`config.mk`:
```
export PLATFORM = sky130hd
export DESIGN_NAME = ccte_seq
export DESIGN_NICKNAME = d
export VERILOG_FILES = /design/src/ccte_pkg.sv /design/src/ccte_seq.sv
export SDC_FILE = /design/constraint.sdc
export NUM_CORES = 1
export LEC_CHECK = 0
export BUFFER_PORTS_ARGS = -buffer_cell sky130_fd_sc_hd__buf_4
export CAP_MARGIN = 40
export CORE_MARGIN = 5
export CORE_UTILIZATION = 40
export CTS_BUF_LIST = sky130_fd_sc_hd__clkbuf_16
export DETAILED_ROUTE_END_ITERATION = 7
export HOLD_SLACK_MARGIN = 0.15
export PLACE_DENSITY = 0.64
export SKIP_LAST_GASP = 1
export SLEW_MARGIN = 20
export SYNTH_ARGS = -nofsm -noshare
export SYNTH_HDL_FRONTEND = slang
export SYNTH_SLANG_ARGS = --single-unit
export TNS_END_PERCENT = 20
```
`constraint.sdc`:
```
create_clock -name clk_i -period 6.65 [get_ports clk_i]
set_input_delay 0.665 -clock clk_i [delete_from_list [all_inputs] [get_ports clk_i]]
set_output_delay 0.665 -clock clk_i [all_outputs]
set_load 0.1 [all_outputs]
```
`src/ccte_pkg.sv`:
```
// Package: shared types, constants and command codes for the cluster chain table engine.
package ccte_pkg;

  localparam int unsigned TableDepth = 4096;
  localparam int unsigned AddrW = $clog2(TableDepth);
  localparam int unsigned StepW = AddrW + 1;

  localparam logic [31:0] EndMark = 32'h0FFF_FFFF;
  localparam logic [31:0] NoNext = 32'hFFFF_FFFF;
  localparam logic [31:0] BadMark = 32'h0FFF_FFF7;
  localparam logic [31:0] EndLow = 32'h0FFF_FFF8;
  localparam logic [31:0] NotClus = 32'h1000_0000;
  localparam logic [31:0] FirstClus = 32'h0000_0002;

  typedef enum logic [3:0] {
    REQ_WRITE = 4'd0,
    REQ_READ = 4'd1,
    REQ_SETFREE = 4'd2,
    REQ_CLASSIFY = 4'd3,
    REQ_NTH = 4'd4,
    REQ_RUN = 4'd5,
    REQ_LENGTH = 4'd6,
    REQ_ALLOC = 4'd7,
    REQ_FREE = 4'd8,
    REQ_CUT = 4'd9,
    REQ_INSERT = 4'd10
  } req_e;

  typedef enum logic [2:0] {
    ST_OK = 3'd0,
    ST_BOUND = 3'd1,
    ST_MEM = 3'd2,
    ST_ADDR = 3'd3,
    ST_WALK = 3'd4
  } status_e;

  typedef enum logic [2:0] {
    KIND_FREE = 3'd0,
    KIND_ALLOC = 3'd1,
    KIND_RSVD = 3'd2,
    KIND_BAD = 3'd3,
    KIND_END = 3'd4,
    KIND_NONE = 3'd5
  } kind_e;

  typedef struct packed {
    logic        rd;
    logic        wr;
    logic [AddrW-1:0] addr;
    logic [31:0] wdata;
  } mem_req_t;

  function automatic logic is_end(input logic [31:0] v);
    return (v >= EndLow) && (v < NotClus);
  endfunction

  function automatic logic [2:0] kind_of(input logic [31:0] v, input logic [12:0] cc);
    logic [31:0] c;
    c = {19'd0, cc};
    if (v == 32'd0) return KIND_FREE;
    if (v >= FirstClus && v < c) return KIND_ALLOC;
    if (v >= c && v < BadMark) return KIND_RSVD;
    if (v == BadMark) return KIND_BAD;
    if (is_end(v)) return KIND_END;
    return KIND_NONE;
  endfunction

endpackage

```
`src/ccte_seq.sv`:
```
// Sequencer: walks chains through the table one read at a time.
module ccte_seq (
  input  logic               clk_i,
  input  logic               rst_ni,
  input  logic               start_i,
  input  logic [3:0]         req_i,
  input  logic [31:0]        a_i,
  input  logic [31:0]        b_i,
  input  logic [12:0]        n_i,
  input  logic [12:0]        cc_i,
  output ccte_pkg::mem_req_t mem_o,
  input  logic [31:0]        rdata_i,
  output logic               busy_o,
  output logic               done_o,
  output logic [31:0]        val_o,
  output logic [12:0]        cnt_o,
  output logic [2:0]         kind_o,
  output logic [2:0]         st_o
);
  import ccte_pkg::*;

  localparam logic [2:0] S_IDLE = 3'd0;
  localparam logic [2:0] S_WAIT = 3'd1;
  localparam logic [2:0] S_EVAL = 3'd2;
  localparam logic [2:0] S_WR1 = 3'd3;
  localparam logic [2:0] S_WR2 = 3'd4;
  localparam logic [2:0] S_DONE = 3'd5;

  logic [2:0]  state_q, state_d;
  logic [3:0]  req_q, req_d;
  logic [31:0] a_q, a_d, b_q, b_d, cur_q, cur_d, last_q, last_d, fh_q, fh_d;
  logic [31:0] val_q, val_d, sav_q, sav_d;
  logic [12:0] n_q, n_d, cnt_q, cnt_d, i_q, i_d;
  logic [2:0]  kind_q, kind_d, st_q, st_d;
  logic [StepW-1:0] steps_q, steps_d;

  // Check a counted read at idx against the step limit and the table depth; returns its status.
  function automatic logic [2:0] chk(input logic [31:0] idx, input logic [StepW-1:0] s);
    if (s >= StepW'(TableDepth)) return ST_WALK;
    if (idx >= TableDepth) return ST_ADDR;
    return ST_OK;
  endfunction

  always_ff @(posedge clk_i or negedge rst_ni) begin
    if (!rst_ni) begin
      state_q <= S_IDLE;
      fh_q <= EndMark;
    end else begin
      state_q <= state_d;
      fh_q <= fh_d;
    end
  end

  always_ff @(posedge clk_i) begin
    req_q <= req_d; a_q <= a_d; b_q <= b_d; cur_q <= cur_d; last_q <= last_d;
    val_q <= val_d; sav_q <= sav_d; n_q <= n_d; cnt_q <= cnt_d; i_q <= i_d;
    kind_q <= kind_d; st_q <= st_d; steps_q <= steps_d;
  end

  always_comb begin
    logic [2:0]  c;
    logic [31:0] nx;
    state_d = state_q; req_d = req_q; a_d = a_q; b_d = b_q; cur_d = cur_q;
    last_d = last_q; fh_d = fh_q; val_d = val_q; sav_d = sav_q; n_d = n_q;
    cnt_d = cnt_q; i_d = i_q; kind_d = kind_q; st_d = st_q; steps_d = steps_q;
    mem_o = '0;
    c = ST_OK;
    nx = rdata_i;
    unique case (state_q)
      S_IDLE: begin
        if (start_i) begin
          req_d = req_i; a_d = a_i; b_d = b_i; n_d = n_i;
          val_d = '0; cnt_d = '0; kind_d = '0; st_d = ST_OK; i_d = '0;
          last_d = '0; steps_d = '0; cur_d = a_i;
          state_d = S_DONE;
          case (req_i)
            REQ_WRITE: begin
              if (a_i >= TableDepth) st_d = ST_ADDR;
              else begin
                mem_o.wr = 1'b1; mem_o.addr = a_i[AddrW-1:0]; mem_o.wdata = b_i;
              end
            end
            REQ_READ, REQ_CUT, REQ_FREE, REQ_RUN: begin
              c = chk(a_i, '0);
              if (c != ST_OK) st_d = c;
              else begin
                mem_o.rd = 1'b1; mem_o.addr = a_i[AddrW-1:0];
                steps_d = StepW'(1); state_d = S_WAIT;
              end
              if (req_i == REQ_RUN) cnt_d = 13'd1;
            end
            REQ_SETFREE: fh_d = a_i;
            REQ_CLASSIFY: kind_d = kind_of(a_i, cc_i);
            REQ_NTH: state_d = S_EVAL;
            REQ_LENGTH: begin
              if (kind_of(a_i, cc_i) == KIND_ALLOC) begin
                cnt_d = 13'd1; state_d = S_EVAL;
              end
            end
            REQ_ALLOC: begin
              if (n_i == '0) val_d = EndMark;
              else begin
                cur_d = fh_q; state_d = S_EVAL;
              end
            end
            REQ_INSERT: begin
              if (a_i >= TableDepth) st_d = ST_ADDR;
              else begin
                cur_d = b_i; state_d = S_EVAL;
              end
            end
            default: ;
          endcase
        end
      end
      // Decide the next read from cur_q (no read result pending).
      S_EVAL: begin
        state_d = S_WAIT;
        c = chk(cur_q, steps_q);
        if ((req_q == REQ_NTH || req_q == REQ_ALLOC) && i_q >= n_q) begin
          state_d = (req_q == REQ_ALLOC) ? S_WR1 : S_DONE;
          val_d = (req_q == REQ_ALLOC) ? fh_q : cur_q;
        end else if ((req_q == REQ_NTH || req_q == REQ_ALLOC) && is_end(cur_q)) begin
          st_d = (req_q == REQ_NTH) ? ST_BOUND : ST_MEM;
          state_d = S_DONE;
        end else if (c != ST_OK) begin
          st_d = c; state_d = S_DONE;
        end else begin
          last_d = cur_q;
          mem_o.rd = 1'b1; mem_o.addr = cur_q[AddrW-1:0];
          steps_d = steps_q + StepW'(1);
        end
      end
      S_WAIT: begin
        state_d = S_DONE;
        case (req_q)
          REQ_READ: val_d = nx;
          REQ_CUT: begin
            val_d = nx;
            mem_o.wr = 1'b1; mem_o.addr = a_q[AddrW-1:0]; mem_o.wdata = EndMark;
          end
          REQ_NTH, REQ_ALLOC: begin
            cur_d = nx; i_d = i_q + 13'd1; state_d = S_EVAL;
          end
          REQ_LENGTH: begin
            cur_d = nx;
            if (kind_of(nx, cc_i) == KIND_ALLOC) begin
              cnt_d = cnt_q + 13'd1; state_d = S_EVAL;
            end
          end
          REQ_RUN: begin
            if (cnt_q < n_q && nx == cur_q + 32'd1) begin
              c = chk(nx, steps_q);
              cur_d = nx; cnt_d = cnt_q + 13'd1;
              if (c != ST_OK) st_d = c;
              else begin
                mem_o.rd = 1'b1; mem_o.addr = nx[AddrW-1:0];
                steps_d = steps_q + StepW'(1); state_d = S_WAIT;
              end
            end else begin
              val_d = (kind_of(nx, cc_i) == KIND_ALLOC) ? nx : NoNext;
            end
          end
          REQ_FREE, REQ_INSERT: begin
            if (is_end(nx)) begin
              last_d = cur_q; state_d = S_WR1;
            end else begin
              c = chk(nx, steps_q);
              cur_d = nx;
              if (c != ST_OK) st_d = c;
              else begin
                mem_o.rd = 1'b1; mem_o.addr = nx[AddrW-1:0];
                steps_d = steps_q + StepW'(1); state_d = S_WAIT;
              end
            end
          end
          default: ;
        endcase
      end
      S_WR1: begin
        state_d = S_DONE;
        case (req_q)
          REQ_ALLOC: begin
            fh_d = cur_q;
            mem_o.wr = 1'b1; mem_o.addr = last_q[AddrW-1:0]; mem_o.wdata = EndMark;
          end
          REQ_FREE: begin
            mem_o.wr = 1'b1; mem_o.addr = last_q[AddrW-1:0]; mem_o.wdata = fh_q;
            fh_d = a_q;
          end
          default: begin
            mem_o.rd = 1'b1; mem_o.addr = a_q[AddrW-1:0]; state_d = S_WR2;
          end
        endcase
      end
      S_WR2: begin
        mem_o.wr = 1'b1; mem_o.addr = last_q[AddrW-1:0]; mem_o.wdata = nx;
        sav_d = nx;
        state_d = S_DONE;
      end
      S_DONE: begin
        if (req_q == REQ_INSERT && st_q == ST_OK) begin
          mem_o.wr = 1'b1; mem_o.addr = a_q[AddrW-1:0]; mem_o.wdata = b_q;
        end
        state_d = S_IDLE;
      end
      default: state_d = S_IDLE;
    endcase
  end

  assign busy_o = state_q != S_IDLE;
  assign done_o = state_q == S_DONE;
  assign st_o = st_q;
  assign val_o = (st_q != ST_OK) ? '0 : val_q;
  assign cnt_o = (st_q != ST_OK) ? '0 : cnt_q;
  assign kind_o = (st_q != ST_OK) ? '0 : kind_q;
endmodule

```
==> results of run 1 <==
state kept, by name (all words and copies together) (netlist names):
name     cells
val_q       32
cnt_q       13
cur_q       32
kind_q       3
req_q        4
i_q         13
st_o         3
state_q      3
fh_q        32
steps_q     13
a_q         32
b_q         32
last_q      12
n_q         13
layout make-up:
type,count,area (sq um),area share
multi-input combinational,1273,8150,0.431
clock buffer,28,701,0.0370
sequential,237,6980,0.369
clock inverter,24,165,0.00873
timing repair buffer,262,2070,0.110
inverter,56,210,0.0111
tap,518,648,0.0342
what timing repair did:
action / 4_1_cts / 5_1_grt
hold endpoints to repair: 7 / 0
hold buffers: 1 / 0
endpoints found under the setup margin: 0 / 0
cells in the final DEF (no fill, tap or decap), types with 13 or more instances in the layout:
master	netlist	final
a211oi_1	19	19
a21oi_1	149	147
a221o_1	40	40
a22o_1	26	26
a22oi_1	21	21
a31oi_1	24	24
and2_1	62	62
and3_1	21	20
buf_4	2	253
clkbuf_16	0	28
dfstp_2	28	28
edfxtp_1	202	202
ha_1	57	57
inv_1	56	64
mux2i_1	49	49
nand2_1	204	204
nand3_1	43	42
nand4_1	33	33
nor2_1	136	134
nor2b_1	13	13
nor3_1	33	28
nor4_1	33	30
o21ai_0	84	84
o221ai_1	15	15
xnor2_1	33	33
xor2_1	41	41
worst paths after layout:
kind / startpoint / end / slack (ps) / cells past startpoint
max in group asynchronous: rst_ni / state_q[1]$_DFFE_PN0N_ / 5550 / 2
worst max register to register: cur_q[5]$_DFFE_PP_ / val_q[1]$_DFFE_PP_ / 2390 / 9
worst min-delay path: b_i[25] / b_q[25]$_DFFE_PP_ / 280 / 1
worst max-delay path: cur_q[0]$_DFFE_PP_ / mem_o[32] / 1430 / 10
worst min register to register: fh_q[5]$_DFFE_PN1P_ / fh_q[5]$_DFFE_PN1P_ / 500 / 2
min in group asynchronous: rst_ni / state_q[2]$_DFFE_PN0N_ / 660 / 2
metrics by stage:
stage | instance area (sq um) | power, W
3_3_place_gp | 17900 | 0.00595
4_1_cts | 18900 | 0.00750
2_1_floorplan | 15700 | 0.00494
5_1_grt | 18900 | 0.00785
3_5_place_dp | 18000 | 0.00602
6_report | 18900 | 0.00755
critical path: stages, from the launching register on:
cell and delay (ps):
edfxtp_1 560, ha_1 300, nand3_1 330, nor4_4 420, mux2i_1 160, nor4b_2 310
nand4b_1 180, nor4_4 400, nand4b_2 510, o21ai_0 470, buf_4 360
where the power goes:
group | internal [W] | total [W] | leakage, nW | switching [W]
Sequential | 0.00222 | 0.00266 | 2.26 | 0.000438
Clock | 0.000839 | 0.00149 | 0.462 | 0.000647
Combinational | 0.000929 | 0.00341 | 4.75 | 0.00248
Total | 0.00399 | 0.00755 | 7.48 | 0.00356
layer usage:
| layer | vias up | part of all wire | wire (um) |
|---|---|---|---|
| li1 | 6622 | - | - |
| met3 | 170 | 0.11 | 6650 |
| met4 | 0 | 0.044 | 2770 |
| met2 | 941 | 0.44 | 27700 |
| met5 | - | 0 | 0 |
| met1 | 7163 | 0.41 | 25200 |
cells by family after synthesis:
group,Yosys count
mux,50
flops,237
simple gates,637
compound gates,455
xor+xnor,74
fa+ha+maj,57
buf+inv,175
==> impl_results.md, run 1 <==
* Drt total wl at 62.3 mm
* Final Non-Filler Cells at 2398
* Peak VDD IR at 305 uV
* Gate Count Post-Synth at 1685
* Simple-Gate Fraction of Synth Area at 0.203
* Top-area cell type share of the netlist area at 0.386
* Synth Area in Compound Gates at 0.190
* Number of global-route vias before repair at 14455
* Worst Hold Class: input pin to register
* DP Cell Count at 2343
* Synth area leaders: edfxtp_1 39%, nand2_1 4.9%, a21oi_1 4.7%, dfstp_2 4.7%, ha_1 4.5%
* Sequential-to-total area share from yosys stat at 0.444
* Avg WL per Cell at 26.0 um
* Number of vias per cell at 6.21
* TNS Setup at 0 ps
* Initial Util at 0.405
* Pwr/cell area at 399 nW/um^2
* Most common cell in the netlist: nand2_1
* Total global-route track usage at 0.273
* Final Cycle Share at 0.785
* Mean Syn Cell Area at 9.32 sq um
* Worst-Margin Slew at 854 ps
* Input/output buffers at 227
* Sink Count at 237
* Largest family of logic cells by synthesized area: simple AND/OR/NAND/NOR gates
* Fillers at 3681
* Ys async rst share at 0.148
* Clk_skew at 39.3 ps
* Post-synthesis adder-cell area fraction at 0.0454
* Slew Viols, Final at 0
* Worst-path clk slew at 60 ps
* Crit path DAT at 4560 ps
* Distinct cells, synth at 79
* Post-CTS Setup Bufs at 0
* Final nets at 2044
* Synth top cells by count: 204 x nand2_1, 202 x edfxtp_1, 149 x a21oi_1
* Via count at 14896
* Post-synth EDFFs at 202
* #FFs+latches synth at 237
* Setup crit start kind: register
* Endpoints failing hold at 0
* Mapped Area at 15700 sq um
* Synthesized Nets at 1871
* IO Pins at 228
* Xor-xnor portion of the synthesized cell area at 0.0413
* Critical Path RT at 5980 ps
* Endpoints failing setup at 0
* YS warnings at 0
* Critical Path End Type: output pin
* Fmax at 192 MHz
* Dominant cell type by area after synthesis: edfxtp_1
* Antenna Cells at 0
* Status: completed
* CTS Buf Count at 28
* Final WS setup at 1430 ps
* Area Overhead vs Synth at 20.5%
* First-pass GRT wire length at 92.7 mm
* Min Hold Slack at 279 ps
* DIE WIDTH at 208 um
* Layout cell share with drive strength beyond 1 at 0.197
* Resize count post-CTS at 0
* Max_slew headroom at 0.430
* Pleak at 7.48 nW
* Worst skew pair latency at 580 ps
* GRT met3 Usage at 0.0601
* Initial DRC count at 1724
* Full die area at 43300 sq um
* GR met2 Demand/Resource at 0.425
* Gr ovfl total at 0
* CTS tree: built
* GR Util met1 at 0.376
* Synth Flop Type: edfxtp_1
* Die Y at 208 um
* Maximum Capacitance Violations at 0
* Core area at 38700 sq um
* Total iterations of the first detailed-routing run at 6
* # rows at 72
* Final Util at 0.489
* Setup WS pre-CTS at 2070 ps
* # DRC at 0
* Post-route ant nets at 0
* Setup CP Type: register to output pin
* GRT busiest layer: met2
* Largest net degree at the start of global routing at 67
* Max Root-Sink Buffers at 3
* Mux contribution to synthesized area at 0.0319
* Initial antenna violation count at 2
* Root buffer cell: clkbuf_16
* Detail Placement HPWL at 43.9 mm
* H-tree depth at 1
* RD Place Congestion at 0.990
* Unrepaired setup endpoints after global routing: false
* CP Max Fanout at 13
* Period minus WS final at 5220 ps
No activity file was read; power rests on OpenSTA's default activity.
==> run 2, diff against run 1 <==
Settings changed: PLACE_DENSITY 0.64 to 0.61.
Clock period 6.65 ns to 4.85 ns, I/O delays scaled along.
==> run 2 against run 1 <==
Compared with the run above:
- clock power grew 48%
- non-clock buffer count grew 57
- cell area grew 3.3%
- sequential power grew 37%
- hold slack lost 110 ps
- first-iteration DRC count grew 1.5%
- critical endpoint is now mem_o[37]
- highest routed layer unchanged
==> impl_results.md, run 2 (synthesis gave the netlist of run 1 again) <==
* Fillers at 3649 (was 3681)
* Total iterations of the first detailed-routing run at 6 (unchanged)
* Number of vias per cell at 6.15 (was 6.21)
* Initial DRC count at 1749 (was 1724)
* Pwr/cell area at 540 nW/um^2 (was 399 nW/um^2)
* Root buffer cell: clkbuf_16 (unchanged)
* Commonest non-fill, non-tap cell in the layout: buf_4 (unchanged)
* Critical Path End Type: output pin (unchanged)
* # rows at 72 (unchanged)
* Critical Path RT at 4370 ps (was 5980 ps)
* TNS Setup at 0 ps (unchanged)
* Initial Util at 0.405 (unchanged)
* Endpoints failing setup at 0 (unchanged)
* Crit path DAT at 4000 ps (was 4560 ps)
* H-tree depth at 1 (unchanged)
* Initial antenna violation count at 1 (was 2)
* Period minus WS final at 4480 ps
* Detail Placement HPWL at 44.3 mm (was 43.9 mm)
* CTS tree: built (unchanged)
* CP Cell Sequence: nand4_4 -> nor4_4 -> mux2i_1 -> nor4b_2 -> nand4b_1 -> nor4_4 -> nand4b_2 -> buf_4 -> o21ai_1 -> buf_4 (was ha_1 -> nand3_1 -> nor4_4 -> mux2i_1 -> nor4b_2 -> nand4b_1 -> nor4_4 -> nand4b_2 -> o21ai_0 -> buf_4)
* Largest net degree at the start of global routing at 66 (was 67)
* Final Util at 0.505 (was 0.489)
* Final Cycle Share at 0.925
* Number of global-route vias before repair at 15156 (was 14455)
* Setup crit start kind: register (unchanged)
* Full die area at 43300 sq um (unchanged)
* RD Place Congestion at 0.943 (was 0.990)
* Critical Path Slowest Stage Cell: edfxtp_1 (unchanged)
* Max_slew headroom at 0.416 (was 0.430)
* # DRC at 0 (unchanged)
* Die Y at 208 um (unchanged)
* Post-route ant nets at 0 (unchanged)
* Peak VDD IR at 430 uV (was 305 uV)
* Status: completed (unchanged)
* Endpoints failing hold at 0 (unchanged)
* Unrepaired setup endpoints after global routing: false (unchanged)
* Worst-path clk slew at 60 ps (about the same)
* Layout cell share with drive strength beyond 1 at 0.208 (was 0.197)
* Slew Viols, Final at 0 (unchanged)
* Fmax at 223 MHz
* Sink Count at 237 (unchanged)
* Max Root-Sink Buffers at 3 (unchanged)
* Final nets at 2101 (was 2044)
* CP Max Fanout at 15 (was 13)
* Worst skew pair latency at 580 ps (about the same)
* Core area at 38700 sq um (unchanged)
* Total global-route track usage at 0.285 (was 0.273)
* Setup CP Type: register to output pin (unchanged)
* Gr ovfl total at 0 (unchanged)
* Antenna Cells at 0 (unchanged)
* Avg WL per Cell at 26.2 um (was 26.0 um)
* Min Hold Slack at 166 ps (was 279 ps)
* Leading cell types in the layout, fill and taps excluded: 258 x buf_4, 204 x nand2_1, 202 x edfxtp_1, 147 x a21oi_1, 134 x nor2_1 (was 253 x buf_4, 204 x nand2_1, 202 x edfxtp_1, 147 x a21oi_1, 134 x nor2_1)
* Largest stage delay, worst path at 590 ps (was 560 ps)
* CTS Buf Count at 28 (unchanged)
* Clk_skew at 35.9 ps (was 39.3 ps)
* IO Pins at 228 (unchanged)
* Post-CTS Setup Bufs at 0 (unchanged)
* Drt total wl at 64.3 mm (was 62.3 mm)
* Area Overhead vs Synth at 24.5% (was 20.5%)
* Pleak at 7.70 nW (was 7.48 nW)
* Pwr Total at 0.0106 W (was 0.00755 W)
* Worst Hold Class: input pin to register (unchanged)
* Input/output buffers at 227 (unchanged)
* Maximum Capacitance Violations at 0 (unchanged)
* DIE WIDTH at 208 um (unchanged)
* Via count at 15096 (was 14896)
* First-pass GRT wire length at 96.0 mm (was 92.7 mm)
* Worst-Margin Slew at 869 ps (was 854 ps)
==> run 2: per-layer routing <==
layer | global-route usage | vias up | part of all wire | wire [um]
li1 | - | 6727 | - | -
met2 | 0.461 | 896 | 0.46 | 29800
met4 | 0.0976 | 0 | 0.040 | 2550
met1 | 0.381 | 7297 | 0.40 | 25800
met3 | 0.0604 | 176 | 0.097 | 6210
met5 | 0 | - | 0 | 0
==> run 2: report_power, final <==
| part | internal (W) | switching (W) | total (W) |
|---|---|---|---|
| logic | 0.00130 | 0.00341 | 0.00470 |
| registers | 0.00304 | 0.000598 | 0.00364 |
| clock network | 0.00129 | 0.000916 | 0.00221 |
| total | 0.00564 | 0.00492 | 0.0106 |
==> run 2: timing repair <==
item / 4_1_cts / 5_1_grt
hold buffers: 59 / 0
gates resized for setup: 0 / 0
endpoints found under the hold margin: 65 / 0
==> run 2: worst max-delay path, delay by kind of cell (launching register included) <==
family / cells / cell delay, ps
muxes: 1 / 170
and+or+nand+nor: 6 / 1900
DFF: 1 / 590
buffers and inverters: 2 / 560
AOI/OAI and AO/OA: 1 / 200
==> run 2: final timing paths <==
path / endpoint / start / slack (ps) / cells after the start
worst min register to register: fh_q[20]$_DFFE_PN1P_ / fh_q[20]$_DFFE_PN1P_ / 500 / 2
worst max register to register: cur_q[20]$_DFFE_PP_ / cur_q[5]$_DFFE_PP_ / 970 / 9
worst max-delay path: mem_o[37] / cur_q[5]$_DFFE_PP_ / 370 / 10
worst min-delay path: a_q[22]$_DFFE_PP_ / a_i[22] / 170 / 1
max in group asynchronous: state_q[0]$_DFFE_PN0N_ / rst_ni / 3860 / 2
min in group asynchronous: fh_q[31]$_DFFE_PN0P_ / rst_ni / 510 / 2
==> run 2: area by class of cell <==
class / count / area, sq um / share of cell area
timing repair buffer: 319 / 2570 / 0.131
inverter: 56 / 210 / 0.0108
clock inverter: 23 / 221 / 0.0113
sequential: 237 / 6980 / 0.357
multi-input combinational: 1273 / 8200 / 0.419
tap: 518 / 648 / 0.0331
clock buffer: 29 / 726 / 0.0371
==> run 2: metrics by stage <==
step / cells / instance area [sq um] / setup WS (ps)
4_1_cts: 2455 / 19600 / 363
3_5_place_dp: 2344 / 18000 / 945
3_3_place_gp: 2343 / 18000 / 1060
5_1_grt: 2455 / 19600 / 69.8
6_report: 2455 / 19600 / 366
2_1_floorplan: 1685 / 15800 / -385
==> run 3, diff against run 2 <==
Settings changed: CTS_BUF_LIST sky130_fd_sc_hd__clkbuf_16 to sky130_fd_sc_hd__clkbuf_8 sky130_fd_sc_hd__clkbuf_16, GPL_TIMING_DRIVEN set to 0.
==> run 3 against run 2 <==
Compared with the run above:
- hold slack better by 11 ps
- utilization is 1.2 points higher
- non-clock buffer count is 115 higher
- via count is 3.6% higher
- power is 2.3% higher
==> impl_results.md, run 3 (synthesis gave the netlist of run 1 again) <==
* Status: completed (unchanged)
* DP Area at 18400 sq um (was 18000 sq um)
* Sink Count at 237 (unchanged)
* Hold Crit Depth at 1 (unchanged)
* Unrepaired setup endpoints after global routing: true (was false)
* Slew Viols, Final at 0 (unchanged)
* Full die area at 43300 sq um (unchanged)
* Initial Util at 0.405 (unchanged)
* Commonest non-fill, non-tap cell in the layout: buf_4 (unchanged)
* Number of vias per cell at 6.09 (was 6.15)
* Drt total wl at 69.2 mm (was 64.3 mm)
* Input/output buffers at 224 (was 227)
* Initial DRC count at 1907 (was 1749)
* Period minus WS final at 4760 ps (was 4480 ps)
* Switching power total at 0.00507 W (was 0.00492 W)
* Setup CP Type: register to output pin (unchanged)
* TNS Setup at 0 ps (unchanged)
* Worst reg2reg endpoint: cur_q[12]$_DFFE_PP_ (was cur_q[20]$_DFFE_PP_)
* Largest net degree at the start of global routing at 36 (was 66)
* R2R cell count at 14 (was 9)
* Number of global-route vias before repair at 15472 (was 15156)
* Final Cycle Share at 0.980 (was 0.925)
* Critical Path Slowest Stage Cell: a2111oi_2 (was edfxtp_1)
* Setup crit start kind: register (unchanged)
* CTS tree: built (unchanged)
* Worst skew pair latency at 560 ps (was 580 ps)
* Crit Reg-Reg Startpoint: cur_q[0]$_DFFE_PP_ (was cur_q[5]$_DFFE_PP_)
* Final Cell Area at 20000 sq um (was 19600 sq um)
* Min Hold Slack at 178 ps (was 166 ps)
* Leading cell types in the layout, fill and taps excluded: 235 x buf_4, 204 x nand2_1, 202 x edfxtp_1, 147 x a21oi_1, 135 x nor2_1 (was 258 x buf_4, 204 x nand2_1, 202 x edfxtp_1, 147 x a21oi_1, 134 x nor2_1)
* IO Pins at 228 (unchanged)
* Peak VDD IR at 411 uV (was 430 uV)
* CP Cell Sequence: buf_2 -> inv_1 -> ha_1 -> xor2_1 -> a2111oi_2 -> nand3_1 -> a211oi_2 -> nand4b_1 -> nor4_4 -> nand4b_2 -> buf_6 -> o21ai_1 -> buf_4 (was nand4_4 -> nor4_4 -> mux2i_1 -> nor4b_2 -> nand4b_1 -> nor4_4 -> nand4b_2 -> buf_4 -> o21ai_1 -> buf_4)
* Core area at 38700 sq um (unchanged)
* Fmax at 210 MHz (was 223 MHz)
* Int Power at 0.00572 W (was 0.00564 W)
* Clk_skew at 15.2 ps (was 35.9 ps)
* Worst-Margin Slew at 895 ps (was 869 ps)
* Root buffer cell: clkbuf_16 (unchanged)
* WHS Endpoint: a_q[17]$_DFFE_PP_ (was a_q[22]$_DFFE_PP_)
* Avg WL per Cell at 26.9 um (was 26.2 um)
* Worst Hold Class: input pin to register (unchanged)
* Final Util at 0.517 (was 0.505)
* Total global-route track usage at 0.305 (was 0.285)
* H-tree depth at 1 (unchanged)
* Maximum Capacitance Violations at 0 (unchanged)
* Die Y at 208 um (unchanged)
* Area Overhead vs Synth at 27.5% (was 24.5%)
* # rows at 72 (unchanged)
* Gr ovfl total at 0 (unchanged)
* Critical Path End Type: output pin (unchanged)
* Final nets at 2218 (was 2101)
* RD Place Congestion at 0.963 (was 0.943)
* Pleak at 7.91 nW (was 7.70 nW)
* Pwr/cell area at 539 nW/um^2 (was 540 nW/um^2)
* Clock share of power at 0.200 (was 0.209)
* Post-route ant nets at 0 (unchanged)
* Total iterations of the first detailed-routing run at 6 (unchanged)
* Largest stage delay, worst path at 400 ps (was 590 ps)
* Reg2reg setup slack at 430 ps (was 970 ps)
* Pwr Total at 0.0108 W (was 0.0106 W)
* CP Max Fanout at 10 (was 15)
* Max Root-Sink Buffers at 3 (unchanged)
* Endpoints failing hold at 0 (unchanged)
* Switching Fraction at 0.470 (was 0.466)
* Initial antenna violation count at 2 (was 1)
* Critical Path RT at 4370 ps (about the same)
* Layout cell share with drive strength beyond 1 at 0.199 (was 0.208)
* # DRC at 0 (unchanged)
* Antenna Cells at 0 (unchanged)
* Logic pwr share at 0.479 (was 0.446)
* CTS Buf Count at 29 (was 28)
* First-pass GRT wire length at 101 mm (was 96.0 mm)
* DIE WIDTH at 208 um (unchanged)
* Max_slew headroom at 0.403 (was 0.416)
* Via count at 15646 (was 15096)
* Worst-path clk slew at 60 ps (about the same)
* Crit path DAT at 4270 ps (was 4000 ps)
* Detail Placement HPWL at 52.1 mm (was 44.3 mm)
* HP Start: a_i[17] (was a_i[22])
* Endpoints failing setup at 0 (unchanged)
* Sequential share of power at 0.321 (was 0.345)
-- run 3: cell type report --
| class | instances | area (sq um) |
|---|---|---|
| Sequential cell | 237 | 6980 |
| Inverter | 56 | 210 |
| Fill cell | 3594 | 18700 |
| Buffer | 119 | 484 |
| Clock buffer | 31 | 753 |
| Timing Repair Buffer | 315 | 2620 |
| Clock inverter | 21 | 165 |
| Multi-Input combinational cell | 1274 | 8170 |
| Tap cell | 518 | 648 |
-- run 3: how the worst max path moves through the flow --
stage / startpoint / to / slack, ps
CTS: state_q[0]$_DFFE_PN0N_ / mem_o[3] / -40
detailed placement: cur_q[0]$_DFFE_PP_ / cur_q[12]$_DFFE_PP_ / 50
finish: cur_q[0]$_DFFE_PP_ / mem_o[35] / 90
floorplan: state_q[0]$_DFFE_PN0N_ / mem_o[37] / -380
global placement: cur_q[0]$_DFFE_PP_ / cur_q[12]$_DFFE_PP_ / -2290
global route: state_q[0]$_DFFE_PN0N_ / mem_o[14] / -20
-- run 3: per-stage QoR --
| step | instances | worst slack [ps] |
|---|---|---|
| after floorplan | 1685 | -385 |
| final | 2571 | 94.8 |
| after CTS | 2565 | -38.2 |
| after global placement | 2427 | -2290 |
| after detailed placement | 2454 | 50.9 |
| after global routing | 2571 | -18.9 |
-- run 3: critical path, delay by kind of cell, from the launching register on --
family,cells,cell delay [ps]
AO/OA/AOI/OAI,3,980
XOR/XNOR,1,180
adder cells (fa/ha/maj),1,320
buffers and inverters,4,900
flip-flops,1,360
AND/OR/NAND/NOR,4,970
-- run 3: routing by layer --
layer	up-vias	GRT usage	wire length [um]
met3	168	0.0663	6730
met2	922	0.493	31500
li1	6966	-	-
met1	7588	0.408	28100
met4	2	0.106	2840
met5	-	0	11
-- run 3: timing repair --
action	in CTS	in global routing
endpoints found under the setup margin	24	28
endpoints found under the hold margin	63	0
hold buffers	57	0
resized for setup	4	5
setup buffers	1	2
cloned	1	0
pin swaps	2	2
-- run 3: power groups by stage --
stage	clock network (W)	registers, W	logic [W]
after floorplan	0	0.00338	0.00341
after global placement	0	0.00351	0.00482
after detailed placement	0	0.00349	0.00499
after CTS	0.00217	0.00345	0.00507
after global routing	0.00226	0.00352	0.00543
final	0.00216	0.00347	0.00517
